<file path="config.mk">
export PLATFORM = sky130hd
export DESIGN_NAME = slle_seq_flat
export DESIGN_NICKNAME = d
export VERILOG_FILES = /design/src/hw/rtl/slle_pkg.sv /design/src/hw/rtl/slle_if.sv /design/src/hw/rtl/slle_seq.sv /design/src/flat_wrapper.sv
export SDC_FILE = /design/constraint.sdc
export NUM_CORES = 1
export LEC_CHECK = 0
export BUFFER_PORTS_ARGS = -buffer_cell sky130_fd_sc_hd__buf_2
export CORE_MARGIN = 2
export CORE_UTILIZATION = 31
export DETAILED_ROUTE_END_ITERATION = 7
export MAX_ROUTING_LAYER = met4
export PLACE_DENSITY = 0.58
export SLEW_MARGIN = 20
export SYNTH_ARGS = -nofsm -noshare
export SYNTH_HDL_FRONTEND = slang
export SYNTH_SLANG_ARGS = --single-unit
</file>
<file path="constraint.sdc">
create_clock -name clk -period 4.9 [get_ports clk]
set_input_delay 0.245 -clock clk [delete_from_list [all_inputs] [get_ports clk]]
set_output_delay 0.245 -clock clk [all_outputs]
set_load 0.02 [all_outputs]
</file>
<file path="src/hw/rtl/slle_pkg.sv">
// shared types and constants for the static linked list engine
`timescale 1ns / 1ps

package slle_pkg;

    localparam int POS_W    = 7;
    localparam int LEN_W    = 7;
    localparam int DATA_W   = 32;
    localparam int STATUS_W = 2;

    localparam logic CMD_INSERT = 1'b0;
    localparam logic CMD_DELETE = 1'b1;

    typedef enum logic [STATUS_W-1:0] {
        STATUS_OK    = 2'd0,
        STATUS_FULL  = 2'd1,
        STATUS_RANGE = 2'd2
    } status_t;

    typedef enum logic [3:0] {
        ST_CLEAR,
        ST_IDLE,
        ST_INS_FREE,
        ST_INS_POP,
        ST_WALK,
        ST_INS_LINK,
        ST_DEL_UNL,
        ST_DEL_FREE,
        ST_DONE
    } state_t;

    typedef struct packed {
        logic [STATUS_W-1:0] status;
        logic [DATA_W-1:0]   removed_value;
        logic [LEN_W-1:0]    list_length;
    } res_t;

endpackage

</file>
<file path="src/hw/rtl/slle_if.sv">
// request and response channel interfaces
`timescale 1ns / 1ps

interface slle_req_if import slle_pkg::*; ();
    logic                     valid;
    logic                     ready;
    logic                     command;
    logic [POS_W-1:0]         position;
    logic signed [DATA_W-1:0] item_value;

    modport source (output valid, command, position, item_value, input ready);
    modport sink   (input valid, command, position, item_value, output ready);
endinterface


</file>
<file path="src/hw/rtl/slle_seq.sv">
// sequencer: free chain pop/push, link walk and splice over the two memories
`timescale 1ns / 1ps

module slle_seq import slle_pkg::*; #(
    parameter int SLOTS       = 128,
    parameter int VALUE_WIDTH = 32,
    localparam int AW         = $clog2(SLOTS)
) (
    input  logic                   clk,
    input  logic                   rst_n,
    slle_req_if.sink               request,
    output logic                   res_valid,
    output res_t                   res,
    input  logic                   res_ready,
    output logic [AW-1:0]          rd_addr,
    input  logic [AW-1:0]          link_rd_data,
    input  logic [VALUE_WIDTH-1:0] value_rd_data,
    output logic                   link_we,
    output logic [AW-1:0]          link_waddr,
    output logic [AW-1:0]          link_wdata,
    output logic                   value_we,
    output logic [AW-1:0]          value_waddr,
    output logic [VALUE_WIDTH-1:0] value_wdata
);

    localparam int CW = ((AW > POS_W) ? AW : POS_W) + 1;

    state_t                  state_reg, state_next;
    logic [AW-1:0]           free_head_reg, free_head_next;
    logic [AW-1:0]           list_head_reg, list_head_next;
    logic [AW-1:0]           count_reg, count_next;
    logic [AW-1:0]           clr_reg, clr_next;
    logic [AW-1:0]           cur_reg, cur_next;
    logic [AW-1:0]           slot_reg, slot_next;
    logic                    cmd_reg, cmd_next;
    logic [POS_W-1:0]        pos_reg, pos_next;
    logic [POS_W-1:0]        steps_reg, steps_next;
    logic [VALUE_WIDTH-1:0]  val_reg, val_next;
    status_t                 status_reg, status_next;
    logic [DATA_W-1:0]       removed_reg, removed_next;

    logic [CW-1:0]           pos_x;
    logic [CW-1:0]           cnt_x;
    logic                    ins_bad;
    logic                    del_bad;
    logic                    clr_last;
    logic [AW-1:0]           clr_link;
    logic                    pos_is_one;
    logic signed [VALUE_WIDTH-1:0] value_rd_s;

    assign pos_x      = CW'(request.position);
    assign cnt_x      = CW'(count_reg);
    assign ins_bad    = (request.position == '0) || (pos_x > (cnt_x + CW'(1)));
    assign del_bad    = (request.position == '0) || (pos_x > cnt_x);
    assign clr_last   = (clr_reg == AW'(SLOTS - 1));
    assign clr_link   = ((clr_reg == '0) || (clr_reg >= AW'(SLOTS - 2))) ? '0 : clr_reg + AW'(1);
    assign pos_is_one = (pos_reg == POS_W'(1));
    assign value_rd_s = value_rd_data;

    always_ff @(posedge clk or negedge rst_n)
    begin
        if (!rst_n)
        begin
            state_reg     <= ST_CLEAR;
            free_head_reg <= AW'(1);
            list_head_reg <= '0;
            count_reg     <= '0;
            clr_reg       <= '0;
        end
        else
        begin
            state_reg     <= state_next;
            free_head_reg <= free_head_next;
            list_head_reg <= list_head_next;
            count_reg     <= count_next;
            clr_reg       <= clr_next;
        end
    end

    always_ff @(posedge clk)
    begin
        cur_reg     <= cur_next;
        slot_reg    <= slot_next;
        cmd_reg     <= cmd_next;
        pos_reg     <= pos_next;
        steps_reg   <= steps_next;
        val_reg     <= val_next;
        status_reg  <= status_next;
        removed_reg <= removed_next;
    end

    // next state
    always_comb
    begin
        state_next = state_reg;
        case (state_reg)
            ST_CLEAR:
            begin
                if (clr_last)
                begin
                    state_next = ST_IDLE;
                end
            end
            ST_IDLE:
            begin
                if (request.valid)
                begin
                    if (request.command == CMD_INSERT)
                    begin
                        state_next = ((free_head_reg == '0) || ins_bad) ? ST_DONE : ST_INS_FREE;
                    end
                    else if (del_bad)
                    begin
                        state_next = ST_DONE;
                    end
                    else
                    begin
                        state_next = (request.position == POS_W'(1)) ? ST_DEL_UNL : ST_WALK;
                    end
                end
            end
            ST_INS_FREE: state_next = ST_INS_POP;
            ST_INS_POP:  state_next = pos_is_one ? ST_DONE : ST_WALK;
            ST_WALK:
            begin
                if (steps_reg == '0)
                begin
                    state_next = (cmd_reg == CMD_INSERT) ? ST_INS_LINK : ST_DEL_UNL;
                end
            end
            ST_INS_LINK: state_next = ST_DONE;
            ST_DEL_UNL:  state_next = ST_DEL_FREE;
            ST_DEL_FREE: state_next = ST_DONE;
            ST_DONE:
            begin
                if (res_ready)
                begin
                    state_next = ST_IDLE;
                end
            end
            default: state_next = ST_IDLE;
        endcase
    end

    // datapath registers
    always_comb
    begin
        free_head_next = free_head_reg;
        list_head_next = list_head_reg;
        count_next     = count_reg;
        clr_next       = clr_reg;
        cur_next       = cur_reg;
        slot_next      = slot_reg;
        cmd_next       = cmd_reg;
        pos_next       = pos_reg;
        steps_next     = steps_reg;
        val_next       = val_reg;
        status_next    = status_reg;
        removed_next   = removed_reg;
        case (state_reg)
            ST_CLEAR:
            begin
                clr_next = clr_reg + AW'(1);
            end
            ST_IDLE:
            begin
                if (request.valid)
                begin
                    cmd_next     = request.command;
                    pos_next     = request.position;
                    steps_next   = request.position - POS_W'(2);
                    val_next     = VALUE_WIDTH'(request.item_value);
                    cur_next     = list_head_reg;
                    slot_next    = list_head_reg;
                    removed_next = '0;
                    status_next  = STATUS_OK;
                    if (request.command == CMD_INSERT)
                    begin
                        if (free_head_reg == '0)
                        begin
                            status_next = STATUS_FULL;
                        end
                        else if (ins_bad)
                        begin
                            status_next = STATUS_RANGE;
                        end
                    end
                    else if (del_bad)
                    begin
                        status_next = STATUS_RANGE;
                    end
                end
            end
            ST_INS_FREE:
            begin
                slot_next = free_head_reg;
            end
            ST_INS_POP:
            begin
                free_head_next = link_rd_data;
                if (pos_is_one)
                begin
                    list_head_next = slot_reg;
                    count_next     = count_reg + AW'(1);
                end
            end
            ST_WALK:
            begin
                if (steps_reg != '0)
                begin
                    cur_next   = link_rd_data;
                    steps_next = steps_reg - POS_W'(1);
                end
                else if (cmd_reg == CMD_DELETE)
                begin
                    slot_next = link_rd_data;
                end
            end
            ST_INS_LINK:
            begin
                count_next = count_reg + AW'(1);
            end
            ST_DEL_UNL:
            begin
                if (pos_is_one)
                begin
                    list_head_next = link_rd_data;
                end
                removed_next = DATA_W'(value_rd_s);
            end
            ST_DEL_FREE:
            begin
                free_head_next = slot_reg;
                count_next     = count_reg - AW'(1);
            end
            default:
            begin
            end
        endcase
    end

    // memory control and handshake
    always_comb
    begin
        request.ready = (state_reg == ST_IDLE);
        res_valid     = (state_reg == ST_DONE);
        rd_addr       = list_head_reg;
        link_we       = 1'b0;
        link_waddr    = slot_reg;
        link_wdata    = free_head_reg;
        value_we      = 1'b0;
        value_waddr   = free_head_reg;
        value_wdata   = val_reg;
        case (state_reg)
            ST_CLEAR:
            begin
                link_we    = 1'b1;
                link_waddr = clr_reg;
                link_wdata = clr_link;
            end
            ST_INS_FREE:
            begin
                rd_addr  = free_head_reg;
                value_we = 1'b1;
            end
            ST_INS_POP:
            begin
                if (pos_is_one)
                begin
                    link_we    = 1'b1;
                    link_waddr = slot_reg;
                    link_wdata = list_head_reg;
                end
            end
            ST_WALK:
            begin
                rd_addr = link_rd_data;
                if ((steps_reg == '0) && (cmd_reg == CMD_INSERT))
                begin
                    link_we    = 1'b1;
                    link_waddr = slot_reg;
                    link_wdata = link_rd_data;
                end
            end
            ST_INS_LINK:
            begin
                link_we    = 1'b1;
                link_waddr = cur_reg;
                link_wdata = slot_reg;
            end
            ST_DEL_UNL:
            begin
                if (!pos_is_one)
                begin
                    link_we    = 1'b1;
                    link_waddr = cur_reg;
                    link_wdata = link_rd_data;
                end
            end
            ST_DEL_FREE:
            begin
                link_we    = 1'b1;
                link_waddr = slot_reg;
                link_wdata = free_head_reg;
            end
            default:
            begin
            end
        endcase
    end

    assign res.status        = status_reg;
    assign res.removed_value = removed_reg;
    assign res.list_length   = LEN_W'(count_reg);

endmodule

</file>
<file path="src/flat_wrapper.sv">
// flat-port wrapper written by rule: the top's interface ports become plain ports
module slle_seq_flat import slle_pkg::*;
#(
    parameter int SLOTS       = 128,
    parameter int VALUE_WIDTH = 32,
    localparam int AW         = $clog2(SLOTS)
)
  (clk, rst_n, res_valid, res, res_ready, rd_addr, link_rd_data, value_rd_data, link_we, link_waddr, link_wdata, value_we, value_waddr, value_wdata, request_valid, request_command, request_position, request_item_value, request_ready);
  slle_req_if request_i ();
  input  logic clk;
  input  logic rst_n;
  output logic res_valid;
  output res_t res;
  input  logic res_ready;
  output logic [AW-1:0] rd_addr;
  input  logic [AW-1:0] link_rd_data;
  input  logic [VALUE_WIDTH-1:0] value_rd_data;
  output logic link_we;
  output logic [AW-1:0] link_waddr;
  output logic [AW-1:0] link_wdata;
  output logic value_we;
  output logic [AW-1:0] value_waddr;
  output logic [VALUE_WIDTH-1:0] value_wdata;
  input wire logic [$bits(request_i.valid)-1:0] request_valid;
  input wire logic [$bits(request_i.command)-1:0] request_command;
  input wire logic [$bits(request_i.position)-1:0] request_position;
  input wire logic [$bits(request_i.item_value)-1:0] request_item_value;
  output wire logic [$bits(request_i.ready)-1:0] request_ready;
  assign request_i.valid = request_valid;
  assign request_i.command = request_command;
  assign request_i.position = request_position;
  assign request_i.item_value = request_item_value;
  assign request_ready = request_i.ready;
  slle_seq #(.SLOTS(SLOTS), .VALUE_WIDTH(VALUE_WIDTH)) u_core (.clk(clk), .rst_n(rst_n), .request(request_i), .res_valid(res_valid), .res(res), .res_ready(res_ready), .rd_addr(rd_addr), .link_rd_data(link_rd_data), .value_rd_data(value_rd_data), .link_we(link_we), .link_waddr(link_waddr), .link_wdata(link_wdata), .value_we(value_we), .value_waddr(value_waddr), .value_wdata(value_wdata));
endmodule
</file>
==> flow_metrics.tcl <==
set metrics [dict create \
    cp.arrival_ns 3.45 \
    synth_flop_cell "edfxtp_1" \
    setup_viol 0 \
    hold_violations 0 \
    grt_pass1_vias 4951 \
    cp-end-kind "output pin" \
    clk_path_buf_depth 2 \
    fp.dieH_um 147.3 \
    port_buffers 187 \
    synthMuxAreaShare 0.03262 \
    fin_skew_ns 0.01053 \
    r2r-start "u_core.state_reg[2]" \
    reg2reg_depth 10 \
    drt-total-wl_um 17290 \
    post_drt_wl_per_cell_um 16.63 \
    synth.avg_cell_area_sq_um 11.86 \
    powerDensity_nw_per_um2 616.0 \
    finalInstanceArea_sq_um 8516 \
    rsz0062_at_grt "false" \
    clk_latency_ns 0.41 \
    hold_depth 1 \
    max_cap_violations 0 \
    power_mw 5.246 \
    num_vias 4978 \
    layout_min_cycle_time_ns 3.695 \
    postSynth.asyncResetShare 0.2520 \
    tns_ns 0 \
    cts_sinks 127 \
    leakagePower_nw 3.539 \
    path_class "reg -> out" \
    hp-class "in -> reg" \
    viasPerCell 4.787 \
    synth_fa_ha_area_frac 0.05423 \
    grt_max_degree 44 \
    cts_tree "yes" \
    start_kind "register" \
    reg2reg_setup_slack_ns 1.79 \
    diodes 0 \
    period_share 0.7541 \
    synth_warnings 0 \
    dp_hpwl_um 12600 \
    ys_seq_area_frac 0.5740 \
    cp-startpoint "u_core.state_reg[2]" \
    crit_required_ns 4.66 \
    grt_pass1_wl_um 26300 \
    hold_buffers 28 \
    route.detailed.drc 0 \
    numCtsBuffers 17 \
    synth-xor-area-share 0.04127 \
    drt_first_pass_iters 6 \
    clkTransAtPathRegs_ns 0.06 \
    layout_commonest_cell "buf_2" \
    fmax_mhz 270.6 \
    nets 867 \
    rows 52 \
    ant_nets 0 \
    drt-initial-drc-count 277 \
    cts_resized 0 \
    ys_ff_latch 127 \
    die_area_sq_um 21700 \
    htree_levels 4 \
    max_slew_margin 0.2508 \
    fill_cells 1931 \
    outcome "finished clean" \
    endpoint "link_waddr[1]" \
    cp_max_fo 37 \
    grt_use_total 0.1624 \
    core_sq_um 20170 \
    synth_compound_area_frac 0.1185 \
    slew_violations 0 \
    synth_top_family_by_area "simple AND/OR/NAND/NOR gates" \
    die_w_um 147.3 \
    syn_nets 647 \
    placed_area_sq_um 7569 \
    ios 188 \
    start_util 0.3157 \
    grt_overflow 0 \
    drive_gt1_frac 0.3260 \
    ir_drop_mv 0.2587 \
    timing.rr.end "u_core.count_reg[6]" \
    synthCells 537 \
    cts_setup_buffers 0 \
    fin_hold_ws_ns 0.02418 \
    area_delta_synth_final_pct 33.74 \
    synth_edf_count 95 \
    synth_cell_types 59 \
    synthesis.area_sq_um 6367 \
    final_cell_mix "buf_2, edfxtp_1, nand2_1, inv_1, and2_1" \
    synth-simple-area-share 0.1409 \
    antenna_found_initial 0 \
    cts-root-buf "clkbuf_16" \
    worst_pin_slew_ns 1.118 \
    gp_congestion 0.8641 \
]
==> power breakdown <==
group | internal [mW] | total, mW | switching (mW)
Clock | 0.915 | 1.41 | 0.494
Sequential | 1.51 | 1.81 | 0.304
Combinational | 0.737 | 2.03 | 1.29
Total | 3.16 | 5.25 | 2.09
==> layer usage <==
metal,global-route usage,vias to the layer above,part of all wire
li1,-,2410,-
met1,0.1926,2348,0.43
met2,0.2652,195,0.48
met3,0.04472,25,0.073
met4,0.05962,0,0.020
met5,-,-,0
==> logic make-up (layout without fill, tap and decap cells) <==
family / count (synthesis) / count (layout)
buf+inv: 54 / 287
compound gates: 105 / 105
simple gates: 174 / 174
mux: 20 / 20
fa+ha+maj: 27 / 27
xor+xnor: 30 / 30
flops: 127 / 127
==> per-stage QoR <==
step / instances / setup slack (ns) / util
floorplan: 537 / 1.477 / -
global placement: 979 / 1.751 / 0.3752
detailed placement: 979 / 1.690 / 0.3752
CTS: 1039 / 1.212 / 0.4217
global route: 1040 / 0.9287 / 0.4222
finish: 1040 / 1.205 / 0.4222
==> worst min-delay path by stage <==
stage	from	endpoint	slack (ns)
floorplan	rst_n	u_core.clr_reg[0]	-0.05
global placement	rst_n	u_core.count_reg[3]	0.37
detailed placement	rst_n	u_core.count_reg[3]	0.37
CTS	request_item_value[26]	u_core.value_wdata[26]	0.0003
global route	request_item_value[6]	u_core.value_wdata[6]	0.002
finish	request_item_value[26]	u_core.value_wdata[26]	0.02
==> layout make-up <==
class	count	area, sq um	share of cell area
Timing Repair Buffer	222	1271	0.1493
Clock buffer	18	429.2	0.05040
Clock inverter	14	227.7	0.02674
Multi-Input combinational cell	356	2471	0.2902
Sequential cell	127	3655	0.4292
Tap cell	270	337.8	0.03967
Inverter	33	123.9	0.01455
==> worst max-delay path: stages (launching register included) <==
cell      delay [ns]
dfrtp_1         1.01
nand2b_1        0.36
nor2_2          0.47
buf_4           0.41
o31ai_2         0.19
a222oi_1        0.34
inv_1           0.08
buf_2           0.17
==> cells in the mapped netlist, types with 7 or more instances <==
cell type  number  area share
o21ai_0        29       0.023
mux2i_1        14       0.022
nand2_1        65       0.038
ha_1           26       0.051
xnor2_1        22       0.030
nor3_1          9      0.0071
inv_1          33       0.019
buf_2           7      0.0055
xor2_1          8       0.011
a222oi_1        8       0.013
a21oi_1        16       0.013
edfxtp_1       95        0.45
and2_1         33       0.032
nand3_1        17       0.013
nor2_1         23       0.014
dfrtp_1        31        0.12
(Power assumes the default switching activity.)
